### config.mk
export PLATFORM = sky130hd
export DESIGN_NAME = m4t_lane
export DESIGN_NICKNAME = d
export VERILOG_FILES = /design/src/m4t_pkg.sv /design/src/m4t_lane.sv
export SDC_FILE = /design/constraint.sdc
export NUM_CORES = 2
export LEC_CHECK = 0
export ABC_AREA = 0
export BUFFER_PORTS_ARGS = -buffer_cell sky130_fd_sc_hd__buf_2
export CAP_MARGIN = 30
export CORE_MARGIN = 4
export CORE_UTILIZATION = 35
export DETAILED_ROUTE_END_ITERATION = 8
export GPL_TIMING_DRIVEN = 1
export HOLD_SLACK_MARGIN = 0.12
export PLACE_DENSITY = 0.59
export SLEW_MARGIN = 20
export SYNTH_ARGS = -nofsm -noshare
export SYNTH_HDL_FRONTEND = slang
export SYNTH_SLANG_ARGS = --single-unit
### constraint.sdc
create_clock -name clock -period 8.4 [get_ports clock]
set_input_delay 0.84 -clock clock [delete_from_list [all_inputs] [get_ports clock]]
set_output_delay 0.84 -clock clock [all_outputs]
set_load 0.02 [all_outputs]
### src/m4t_pkg.sv
package m4t_pkg;

   localparam int COEF_WIDTH_DEF = 32;
   localparam int FRAC_BITS_DEF = 16;
   localparam int OUT_W = 32;

   localparam logic [2:0] REQ_WRITE_CUR = 3'd0;
   localparam logic [2:0] REQ_IDENTITY = 3'd1;
   localparam logic [2:0] REQ_WRITE_OPND = 3'd2;
   localparam logic [2:0] REQ_MULTIPLY = 3'd3;
   localparam logic [2:0] REQ_TRANSFORM = 3'd4;

   // Bit r*4+c is set where the identity matrix holds one.
   localparam logic [15:0] IDENT_PATTERN = 16'b1000_0100_0010_0001;

   typedef struct packed {
      logic issue;
      logic hi;
      logic first;
   } m4t_lane_ctrl_type;

endpackage

### src/m4t_lane.sv
module m4t_lane #(
   parameter int COEF_WIDTH = m4t_pkg::COEF_WIDTH_DEF
) (
   input  logic                            clock,
   input  logic                            reset,
   input  m4t_pkg::m4t_lane_ctrl_type      ctrl,
   input  logic signed [COEF_WIDTH-1:0]    coef_a,
   input  logic signed [COEF_WIDTH-1:0]    coef_b,
   output logic signed [2*COEF_WIDTH+1:0]  acc
);
   import m4t_pkg::*;

   localparam int LO_W = COEF_WIDTH / 2;
   localparam int ACC_W = 2 * COEF_WIDTH + 2;

   logic signed [LO_W:0]            b_part;
   logic signed [COEF_WIDTH+LO_W:0] prod_in;
   logic signed [COEF_WIDTH+LO_W:0] prod_ff;
   logic                            pend_ff;
   logic                            pend_in;
   logic                            pend_hi_ff;
   logic                            pend_first_ff;
   logic signed [ACC_W-1:0]         term;
   logic signed [ACC_W-1:0]         acc_ff;
   logic signed [ACC_W-1:0]         acc_in;

   // The second operand is taken in two slices: an unsigned low half and a
   // signed high half, so the multiplier is only about half as wide.
   always_comb begin
      if (ctrl.hi) begin
         b_part = (LO_W+1)'($signed(coef_b[COEF_WIDTH-1:LO_W]));
      end else begin
         b_part = $signed({1'b0, coef_b[LO_W-1:0]});
      end
      prod_in = coef_a * b_part;
   end

   always_comb begin
      if (pend_hi_ff) begin
         term = ACC_W'(prod_ff) <<< LO_W;
      end else begin
         term = ACC_W'(prod_ff);
      end
      pend_in = ctrl.issue;
      acc_in = acc_ff;
      if (pend_ff) begin
         acc_in = pend_first_ff ? term : acc_ff + term;
      end
   end

   always_ff @(posedge clock) begin
      if (reset) begin
         pend_ff <= 1'b0;
      end else begin
         pend_ff <= pend_in;
      end
   end

   always_ff @(posedge clock) begin
      prod_ff <= prod_in;
      pend_hi_ff <= ctrl.hi;
      pend_first_ff <= ctrl.first;
      acc_ff <= acc_in;
   end

   assign acc = acc_ff;

endmodule

==> results.md <==
• 0 — residual overflow from global routing
• sky130_fd_sc_hd__edfxtp_1 — primary flip-flop cell chosen by synthesis mapping
• 497 ps — worst hold slack after final layout
• 3820 — net count after synthesis
• 0 — hold buffer count at CTS
• 118 — CTS Sinks
• 286 um — overall die height
• sky130_fd_sc_hd__fa_1 39%, sky130_fd_sc_hd__ha_1 8.3%, sky130_fd_sc_hd__inv_1 7.9% — Synth area leaders
• yes — CTS tree
• 21500 um2 — area occupied by multi-input gates
• 0 — Finish-stage setup viols
• 3860 — final-stage net count
• 118 — flop and latch count out of synthesis
• sky130_fd_sc_hd__mux2_2 — Slowest cell on crit path
• flop — nature of the critical path endpoint
• 286 um — die outline width
• 0.355 — starting density of the core
• 0 ps — setup_tns
• 132 MHz — upper clock frequency limit
• 8.90 um2 — synthesized area divided by synthesized cell count
• 5 — Detailed Routing Iterations Pass 1
• primary input to flop — startpoint-to-endpoint class of the critical path
• 60 ps — clock-pin slew on the worst setup and hold paths
• 0.900 — Final Wtd Congestion
• 0 — Synth warnings
• 1 — number of antenna violations at the first check in global routing
• 18.1 um — wire length per cell
• 0.385 — share of the synthesized area in the top cell type
• 440 ps — insertion delay to the later sink of the worst-skew pair
• 8760 ps — endpoint required time on the critical path
• 7803 — fillcell total
• 4 — number of H-tree levels
• sky130_fd_sc_hd__clkbuf_16 — CTS Root Buffer Type
• 0.186 — gr usage total
• 1303 — drt first-iter violations
• 4 — sum of buffers and inverters on the critical path
• 8.12% — growth of design area from synthesis to finish
• 0.0880 — layout cell share with drive strength beyond 1
• 4.92 — ratio of routed vias to standard cells
• 850 ps — CP max stage delay
• buf_2 -> mux2_2 -> nand2_1 -> fa_1 -> fa_1 -> fa_1 -> fa_1 -> inv_1 -> fa_1 -> inv_1 -> fa_1 -> inv_1 -> ha_1 -> nand4_1 -> o21bai_4 -> a21oi_2 -> a2111oi_4 -> o31ai_1 -> nand2_1 -> o31ai_1 -> o41a_1 -> xor2_1 — cell chain of the critical path
• 570 x sky130_fd_sc_hd__inv_1, 522 x sky130_fd_sc_hd__fa_1, 429 x sky130_fd_sc_hd__nand2_1 — leading post-synthesis cells by instance count
• 20.3k — via count
• 82100 um2 — full die area
• 327 ps — setup slack at placement
• 7950 ps — arrival time at the worst endpoint
• 83 — distinct cell type count of the synthesized netlist
• 70 — pin count of the biggest net entering global routing
• 21.6k — number of global-route vias before repair
• 3030 um2 — area occupied by registers
• 7590 ps — Period minus WS final
• completed — result of the run
• 0.111 — sequential area share after synthesis
• 2 — Bufs on Longest Clock Path
• sky130_fd_sc_hd__inv_1 — library cell with the highest instance count after synthesis
• 134 — number of buffers inserted by port buffering
• 809 ps — final worst slack
• 0.904 — Tcrit/Tclk final
• primary input — Critical Path Start Type
• adder cells — cell class contributing the biggest share of worst-path delay
• no — RSZ-0062 raised after global routing
• 3049 — synthesized instance count
• 121 mm — first-pass GRT wire length
• 982 ps — worst-margin pin slew
• 74.8 mm — detailed-route wire length
• sky130_fd_sc_hd__fa_1 — cell accounting for the most synthesized area
• 60.9 mm — Post-DP HPWL
• 0 — final-report max-slew violation count
• 0.346 — worst-case headroom to the max-slew limit
• 135 — io pins
• 32 — highest net fanout along the worst path
• 0 — number of hold violations in the final report
• sky130_fd_sc_hd__fa_1 — cell seen most often among critical-path stages
• primary input to flop — min-delay worst type
• 0 — count of cells resized by post-cts repair
• 0 — proportion of register bits with asynchronous set or reset after synthesis
• 76500 um2 — core area
• 0 — number of max-capacitance violations reported
• 27100 um2 — Synth Cell Area
• 66 — number of enable flip-flop cells after synthesis
• 0 — remaining antenna violation count after routing
• 12.1 ps — maximum clock skew at final layout
• 0 — drc violations
• 0 — Post-CTS Repair Setup Buffers
• 17 — Inserted Clock Buffers
• 101 — total number of placement rows
[cells in the final DEF, fill, tap and decap left out, drive strengths merged, types with 66 or more instances in the layout]
master	n
a21oi	145
and2	184
buf	155
edfxtp	66
fa	522
ha	180
inv	577
nand2	429
nor2	115
nor2b	97
o21ai	109
xnor2	69
[area by class of cell]
type	count	area share
multi-input cells	2226	0.732
flip-flops and latches	118	0.103
inverters	571	0.0730
well taps	1030	0.0439
repair buffers	155	0.0282
clock buffers	18	0.0146
clock inverters	14	0.00478
diodes	2	0.000171
[routing by layer]
layer,GRT usage,vias up,part of all wire
met2,0.292,567,0.44
met3,0.0280,82,0.060
met1,0.270,10149,0.48
met5,0,-,0
li1,-,9545,-
met4,0.0453,0,0.022
[state kept, by name, summed over array words and instances, names as in the netlist]
| signal | cells |
|---|---|
| acc | 66 |
| pend_hi_ff | 1 |
| pend_first_ff | 1 |
| prod_ff | 49 |
| pend_ff | 1 |
[stage by stage]
| step | cells | area, um2 | util |
|---|---|---|---|
| 2_1_floorplan | 3049 | 27100 | - |
| 3_3_place_gp | 4100 | 28800 | 0.376 |
| 3_5_place_dp | 4100 | 28800 | 0.376 |
| 4_1_cts | 4132 | 29300 | 0.384 |
| 5_1_grt | 4132 | 29300 | 0.384 |
| 6_report | 4134 | 29300 | 0.384 |
[path summary, 6_finish.rpt]
check / cells after the start / endpoint / startpoint / slack [ps]
max: 22 / prod_ff[45]$_DFF_P_ / ctrl[1] / 810
min: 1 / pend_first_ff$_DFF_P_ / ctrl[0] / 500
min reg2reg: 1 / acc[65]$_DFFE_PP_ / prod_ff[48]$_DFF_P_ / 640
max reg2reg: 14 / acc[64]$_DFFE_PP_ / pend_hi_ff$_DFF_P_ / 3880
[worst register-to-register path: cells and delay by family, from the launching register on]
kind,cells,cell delay [ps]
adder cells (fa/ha/maj),1,430
XOR/XNOR,1,170
AO/OA/AOI/OAI,9,1730
flip-flops,1,730
buffers and inverters,1,440
AND/OR/NAND/NOR,2,760
[cells by family after synthesis]
logic type	after synthesis	synth area share
buffers and inverters	705	0.0980
XOR/XNOR	107	0.0345
multiplexers	55	0.0226
flip-flops	118	0.111
AND/OR/NAND/NOR	940	0.165
adder cells (fa/ha/maj)	702	0.468
AO/OA/AOI/OAI	422	0.100
Power is not shown: default switching activity piles up to over one toggle a cycle in this logic, so the estimate is an artifact.
