### config.mk
export PLATFORM = sky130hd
export DESIGN_NAME = m4t_merge
export DESIGN_NICKNAME = d
export VERILOG_FILES = /design/src/m4t_pkg.sv /design/src/m4t_merge.sv
export SDC_FILE = /design/constraint.sdc
export NUM_CORES = 1
export LEC_CHECK = 0
export BUFFER_PORTS_ARGS = -buffer_cell sky130_fd_sc_hd__buf_2
export CORE_AREA = 2 2 202 204
export DETAILED_ROUTE_END_ITERATION = 8
export DIE_AREA = 0 0 204 206
export SYNTH_ARGS = -nofsm -noshare
export SYNTH_HDL_FRONTEND = slang
export SYNTH_SLANG_ARGS = --single-unit
### constraint.sdc
create_clock -name vclk -period 1.6
set_clock_uncertainty 0.2 [all_clocks]
set_input_delay 0.08 -clock vclk [all_inputs]
set_output_delay 0.08 -clock vclk [all_outputs]
set_load 0.01 [all_outputs]
### src/m4t_pkg.sv
package m4t_pkg;

   localparam int COEF_WIDTH_DEF = 32;
   localparam int FRAC_BITS_DEF = 16;
   localparam int OUT_W = 32;

   localparam logic [2:0] REQ_WRITE_CUR = 3'd0;
   localparam logic [2:0] REQ_IDENTITY = 3'd1;
   localparam logic [2:0] REQ_WRITE_OPND = 3'd2;
   localparam logic [2:0] REQ_MULTIPLY = 3'd3;
   localparam logic [2:0] REQ_TRANSFORM = 3'd4;

   // Bit r*4+c is set where the identity matrix holds one.
   localparam logic [15:0] IDENT_PATTERN = 16'b1000_0100_0010_0001;

   typedef struct packed {
      logic issue;
      logic hi;
      logic first;
   } m4t_lane_ctrl_type;

endpackage

### src/m4t_merge.sv
module m4t_merge #(
   parameter int COEF_WIDTH = m4t_pkg::COEF_WIDTH_DEF,
   parameter int FRAC_BITS = m4t_pkg::FRAC_BITS_DEF
) (
   input  logic signed [2*COEF_WIDTH+1:0]  acc [4],
   output logic signed [COEF_WIDTH-1:0]    sat_coef [4],
   output logic signed [m4t_pkg::OUT_W-1:0] sat_out [4]
);
   import m4t_pkg::*;

   localparam int ACC_W = 2 * COEF_WIDTH + 2;

   logic signed [ACC_W-1:0] shifted [4];

   // Each lane's sum is scaled back by the fraction bits, rounding towards
   // minus infinity, and clamped to the coefficient and output ranges.
   always_comb begin
      for (int i = 0; i < 4; i++) begin
         shifted[i] = acc[i] >>> FRAC_BITS;
         if ((&shifted[i][ACC_W-1:COEF_WIDTH-1]) || !(|shifted[i][ACC_W-1:COEF_WIDTH-1])) begin
            sat_coef[i] = shifted[i][COEF_WIDTH-1:0];
         end else if (shifted[i][ACC_W-1]) begin
            sat_coef[i] = {1'b1, {(COEF_WIDTH-1){1'b0}}};
         end else begin
            sat_coef[i] = {1'b0, {(COEF_WIDTH-1){1'b1}}};
         end
         if ((&shifted[i][ACC_W-1:OUT_W-1]) || !(|shifted[i][ACC_W-1:OUT_W-1])) begin
            sat_out[i] = shifted[i][OUT_W-1:0];
         end else if (shifted[i][ACC_W-1]) begin
            sat_out[i] = {1'b1, {(OUT_W-1){1'b0}}};
         end else begin
            sat_out[i] = {1'b0, {(OUT_W-1){1'b1}}};
         end
      end
   end

endmodule

==> impl_results.md, run 1 <==
- Slack of the critical path: -0.353 ns
- Dpl ws: -0.592 ns
- Vias in the first global route: 3317
- Library cells used by synthesis: 13
- Cell chain of the critical path: buf_8 -> nor4_4 -> nand4_1 -> nor4_2 -> buf_4 -> a311oi_4 -> buf_12 -> clkbuf_16 -> a21o_1 -> buf_2
- Via count: 3991
- Core Util, Final: 17.3%
- Static leakage: 3.48 nW
- Most frequent cells after synthesis: buf_4 (128), a21o_2 (81), a21o_1 (43)
- Synth top area cells: buf_4 (35%), a21o_2 (26%), a21o_1 (12%)
- First-pass GRT wire length: 17100 um
- Pwr Density: 247 nW/um^2
- Core Box Area: 40200 sq um
- Antenna violations before repair: 0
- GRT Resource Usage Total: 5.03%
- Gr ovfl total: 0
- DR WL met2: 9010 um
- Hold WC Path Type: in -> out
- Met1 Wirelength: 6110 um
- Post-synth top area cell: buf_4
- Dpl hpwl: 10500 um
- CP endpoint kind: primary output
- Hold violation count in the final report: 0
- Hold Buf Count CTS: 0
- CP Max Fanout: 8
- Area delta synth->final: 155%
- Syn_nets: 604
- Max Cap Viol: 0
- Setup Crit Path Kind: in -> out
- Post-route ant nets: 0
- Power Total: 0.00171 W
- Unrepaired setup endpoints after global routing: yes
- Fmax: 0.512 GHz
- Die area: 42000 sq um
- Setup-failing EPs final: 248
- Largest net degree at the start of global routing: 32
- Register area: 0 sq um
- Fin crit period: 1.95 ns
- Number of diodes: 0
- Period utilization: 122%
- Register area share after synthesis: 0%
- Vias per cell: 3.28
- VDD IR max: 98.7 uV
- Worst EP required: 1.32 ns
- Status: finished with violations
- Placer Congestion: 0.896
- Largest stage delay, worst path: 0.26 ns
- Worst Tran Pin Value: 0.612 ns
- Clock buffers: 0
- Fraction of layout cells with a size suffix above 1: 89.2%
- Drt pass-1 iters: 4
- Final #Nets: 951
- Dominant cell by count in the synthesized netlist: buf_4
- Cells after Synth: 340
- DR WL/cell: 13.7 um
- Die Ht: 206 um
- Fill cell count: 4393
- Violated checks: setup timing
- Top cell type's share of synthesized area: 35.3%
- Die W: 204 um
- Core Rows: 74
- Mapped cell area: 2730 sq um
- Startpoint types: primary input
- Top Ports: 520
- YS warnings: 0
- Slowest cell on crit path: nor4_4
- Starting Density: 6.78%
- Top Metal Used: met4
- Met3 WL: 1250 um
- Initial DRC count: 136
- Seq_cells: 0
- Residual DRC: 0
- Final wirelength: 16600 um
- Slew Limit Headroom: 59.1%
- Post-synthesis average cell area: 8.02 sq um
- Critical Path AT: 1.67 ns
- Pins Over Slew Limit: 0
- PortBufs: 456
[cell type report]
cell class / instances / area [sq um] / share of cell area, %
multi-input cells: 185 / 2170 / 31.3
well taps: 532 / 666 / 9.58
repair buffers: 500 / 4110 / 59.2
[cell families after synthesis]
kind of cell,count (synthesis),synth area share [%]
buffers and inverters,156,46.5
AND/OR/NAND/NOR,52,12.1
AO/OA/AOI/OAI,132,41.4
[stage by stage]
stage	instance area [sq um]	hold slack [ns]	TNS (ns)	std cells
2_1_floorplan	2730	0.0897	0	340
3_3_place_gp	4710	0.253	-79.70	1193
3_5_place_dp	4710	0.256	-84.16	1193
4_1_cts	5510	0.246	-56.46	1204
5_1_grt	6950	0.255	-95.99	1217
6_report	6950	0.247	-72.64	1217
[worst paths after layout]
path | from | endpoint | depth (start not counted)
max | acc[58] | sat_coef[6] | 10
min | acc[233] | sat_out[115] | 3
[where the power goes]
part	leakage (nW)	switching, W	internal (W)
Sequential	0	0	0
Clock	0	0	0
Combinational	3.48	0.000747	0.000968
[cell usage in the layout (no fill, tap or decap)]
cell type / instances
nor4_4: 12
clkbuf_16: 8
a31o_2: 1
a21o_4: 65
buf_4: 17
buf_6: 176
nor4_1: 1
buf_8: 7
nor4_2: 7
a311oi_4: 5
nor2_2: 1
a21o_2: 16
a31o_4: 3
nand4_1: 20
buf_12: 11
nor2_4: 1
buf_2: 278
nor2_1: 6
buf_16: 3
and3_1: 4
a21o_1: 43
[repair_timing]
item	CTS	global route
buffers inserted	7	3
resized for setup	113	197
gates cloned	4	10
setup endpoints to repair	248	248
pin swaps	7	9
[routing by layer]
layer  vias up  GRT usage [%]
li1       1814              -
met1      1912           6.33
met2       249           9.48
met3        16          0.568
met4         0          0.440
met5         -              0
[worst max-delay path, delay by kind of cell]
family,cells,cell delay (ns)
AO/OA/AOI/OAI,2,0.22
AND/OR/NAND/NOR,3,0.62
buffers and inverters,5,0.75
(Power assumes the default switching activity.)
==> run 2, diff against run 1 <==
--- a/config.mk
+++ b/config.mk
@@ -9,6 +9,7 @@
 export CORE_AREA = 2 2 202 204
 export DETAILED_ROUTE_END_ITERATION = 8
 export DIE_AREA = 0 0 204 206
+export PLACE_DENSITY_LB_ADDON = 0.1
 export SYNTH_ARGS = -nofsm -noshare
 export SYNTH_HDL_FRONTEND = slang
 export SYNTH_SLANG_ARGS = --single-unit
==> run 2 against run 1 <==
  * Die area stayed put
  * Highest routed layer is now met5
  * The run still ends with setup timing left
  * Combinational power decreased by 8%
  * Flip-flop and latch count unchanged
  * Cell count hardly changed
  * Global-route usage up 0.73 points
  * Fmax grew 1.4%
==> impl_results.md, run 2 (same netlist as run 1, synthesis figures left out) <==
- Status: finished with violations (unchanged)
- Violated checks: setup timing (unchanged)
- First-pass GRT wire length: 19500 um (was 17100 um)
- Final #Nets: 952 (was 951)
- Largest net degree at the start of global routing: 32 (unchanged)
- Startpoint types: primary input (unchanged)
- Dpl hpwl: 12700 um (was 10500 um)
- GRT Resource Usage Total: 5.76% (was 5.03%)
- Net Sw Frac: 42.8% (was 43.5%)
- Pins Over Slew Limit: 0 (unchanged)
- Vias per cell: 3.10 (was 3.28)
- Placer Congestion: 0.694 (was 0.896)
- Commonest non-fill, non-tap cell in the layout: buf_2 (unchanged)
- CP Max Fanout: 8 (unchanged)
- Dpl ws: -0.419 ns (was -0.592 ns)
- Unrepaired setup endpoints after global routing: yes (unchanged)
- Area delta synth->final: 141% (was 155%)
- Placed instance area: 4860 sq um (was 4710 sq um)
- PortBufs: 456 (unchanged)
- Hold worst-path end: sat_coef[13] (was sat_out[115])
- Hold WC Path Type: in -> out (unchanged)
- Antenna violations before repair: 1 (was 0)
- Slack of the critical path: -0.326 ns (was -0.353 ns)
- Starting Density: 6.78% (unchanged)
- Setup-failing EPs final: 248 (unchanged)
- Fmax: 0.519 GHz (was 0.512 GHz)
- Most frequent cells in the layout: buf_2 (300), buf_6 (155), a21o_4 (57), a21o_1 (43), buf_4 (28) (was buf_2 (278), buf_6 (176), a21o_4 (65), a21o_1 (43), nand4_1 (20))
- Worst Tran Pin Value: 0.533 ns (was 0.612 ns)
- Via count: 3781 (was 3991)
- Post-route cell area: 6570 sq um (was 6950 sq um)
- Residual DRC: 0 (unchanged)
- VDD IR max: 67.4 uV (was 98.7 uV)
- Die W: 204 um (unchanged)
- Worst EP required: 1.32 ns (about the same)
- Worst min-delay path startpoint: acc[29] (was acc[233])
- Sequential power share: 0% (about the same)
- Slowest cell on crit path: nor4_4 (unchanged)
- Core Rows: 74 (unchanged)
- DR WL/cell: 12.7 um (was 13.7 um)
- Setup TNS: -61.82 ns (was -72.64 ns)
- Post-route ant nets: 0 (unchanged)
- Cell chain of the critical path: buf_6 -> nor4_4 -> buf_4 -> nand4_1 -> nor4_2 -> buf_4 -> a311oi_4 -> clkbuf_16 -> a21o_1 -> buf_2 (was buf_8 -> nor4_4 -> nand4_1 -> nor4_2 -> buf_4 -> a311oi_4 -> buf_12 -> clkbuf_16 -> a21o_1 -> buf_2)
- Static leakage: 3.38 nW (was 3.48 nW)
- Die Ht: 206 um (unchanged)
- Setup Crit Path Kind: in -> out (unchanged)
- Pwr Density: 240 nW/um^2 (was 247 nW/um^2)
- Hold depth: 3 (unchanged)
- Combinational share of power: 100.0% (about the same)
- Hold violation count in the final report: 0 (unchanged)
- Most Frequent Cell on Critical Path: buf_4
- Fill cell count: 4582 (was 4393)
- CP endpoint kind: primary output (unchanged)
- Vias in the first global route: 3529 (was 3317)
- Register area: 0 sq um (unchanged)
- Final wirelength: 15500 um (was 16600 um)
- Slew Limit Headroom: 64.5% (was 59.1%)
- Core Box Area: 40200 sq um (unchanged)
- Seq_cells: 0 (unchanged)
- Critical Path AT: 1.65 ns (was 1.67 ns)
- Internal: 0.000901 W (was 0.000968 W)
- Core Util, Final: 16.3% (was 17.3%)
- Hold Buf Count CTS: 0 (unchanged)
- Drt pass-1 iters: 3 (was 4)
- Total net switching power: 0.000673 W (was 0.000747 W)
- Period utilization: 120% (was 122%)
- Max Cap Viol: 0 (unchanged)
- Largest stage delay, worst path: 0.25 ns (was 0.26 ns)
- Fin crit period: 1.93 ns (was 1.95 ns)
- Gr ovfl total: 0 (unchanged)
- Fraction of layout cells with a size suffix above 1: 88.8% (was 89.2%)
- Clock share of power: 0% (about the same)
- Clock buffers: 0 (unchanged)
- Die area: 42000 sq um (unchanged)
- Number of diodes: 0 (unchanged)
- Top Ports: 520 (unchanged)
- Initial DRC count: 82 (was 136)
==> run 2: changes by cell type in the layout (fill, tap and decap cells not counted), moves of 3 or more <==
cell	before	now
buf_2	278	300
buf_6	176	155
buf_4	17	28
a21o_2	16	24
a21o_4	65	57
buf_8	7	2
clkbuf_16	8	5
==> run 2: layer usage <==
metal	wire length [um]	vias up	global-route usage, %
met5	13	-	0
met4	105	2	0.336
met3	1150	8	0.899
met2	8860	222	12.3
met1	5330	1741	6.00
li1	-	1808	-
==> run 2: how the worst max path moves through the flow <==
stage,startpoint,to,slack (ns),depth (start not counted)
after floorplan,acc[58],sat_out[10],0.01,7
after global placement,acc[188],sat_coef[64],-0.46,10
after detailed placement,acc[188],sat_coef[68],-0.42,10
after CTS,acc[184],sat_coef[72],-0.34,10
after global routing,acc[184],sat_coef[72],-0.43,10
final,acc[184],sat_coef[94],-0.33,10
==> run 2: final cells by class <==
class,instances,area (sq um),area share [%]
Timing Repair Buffer,502,3860,58.8
Multi-Input combinational cell,184,2040,31.1
Tap cell,532,666,10.1
==> run 2: metrics by stage <==
stage               hold WS, ns  instances  power (W)
finish                    0.247       1218    0.00157
global route              0.255       1218    0.00168
CTS                       0.248       1211    0.00137
detailed placement        0.256       1211    0.00115
global placement          0.261       1211    0.00118
floorplan                0.0897        340   0.000701
==> run 2: power by group through the flow <==
stage	clock network [W]	registers, W	logic (W)
after floorplan	0	0	0.000701
after global placement	0	0	0.00118
after detailed placement	0	0	0.00115
after CTS	0	0	0.00137
after global routing	0	0	0.00168
final	0	0	0.00157
==> run 2: what timing repair did <==
action | 4_1_cts | 5_1_grt
pin swaps | 3 | 2
resized for setup | 139 | 122
endpoints found under the hold margin | 0 | 0
setup buffers | 0 | 1
gates cloned | 1 | 6
endpoints found under the setup margin | 248 | 248
==> run 2: worst max-delay path: cells and delay by family <==
| kind | cells | cell delay [ns] |
|---|---|---|
| and+or+nand+nor | 3 | 0.56 |
| buffers and inverters | 5 | 0.77 |
| AOI/OAI and AO/OA | 2 | 0.24 |
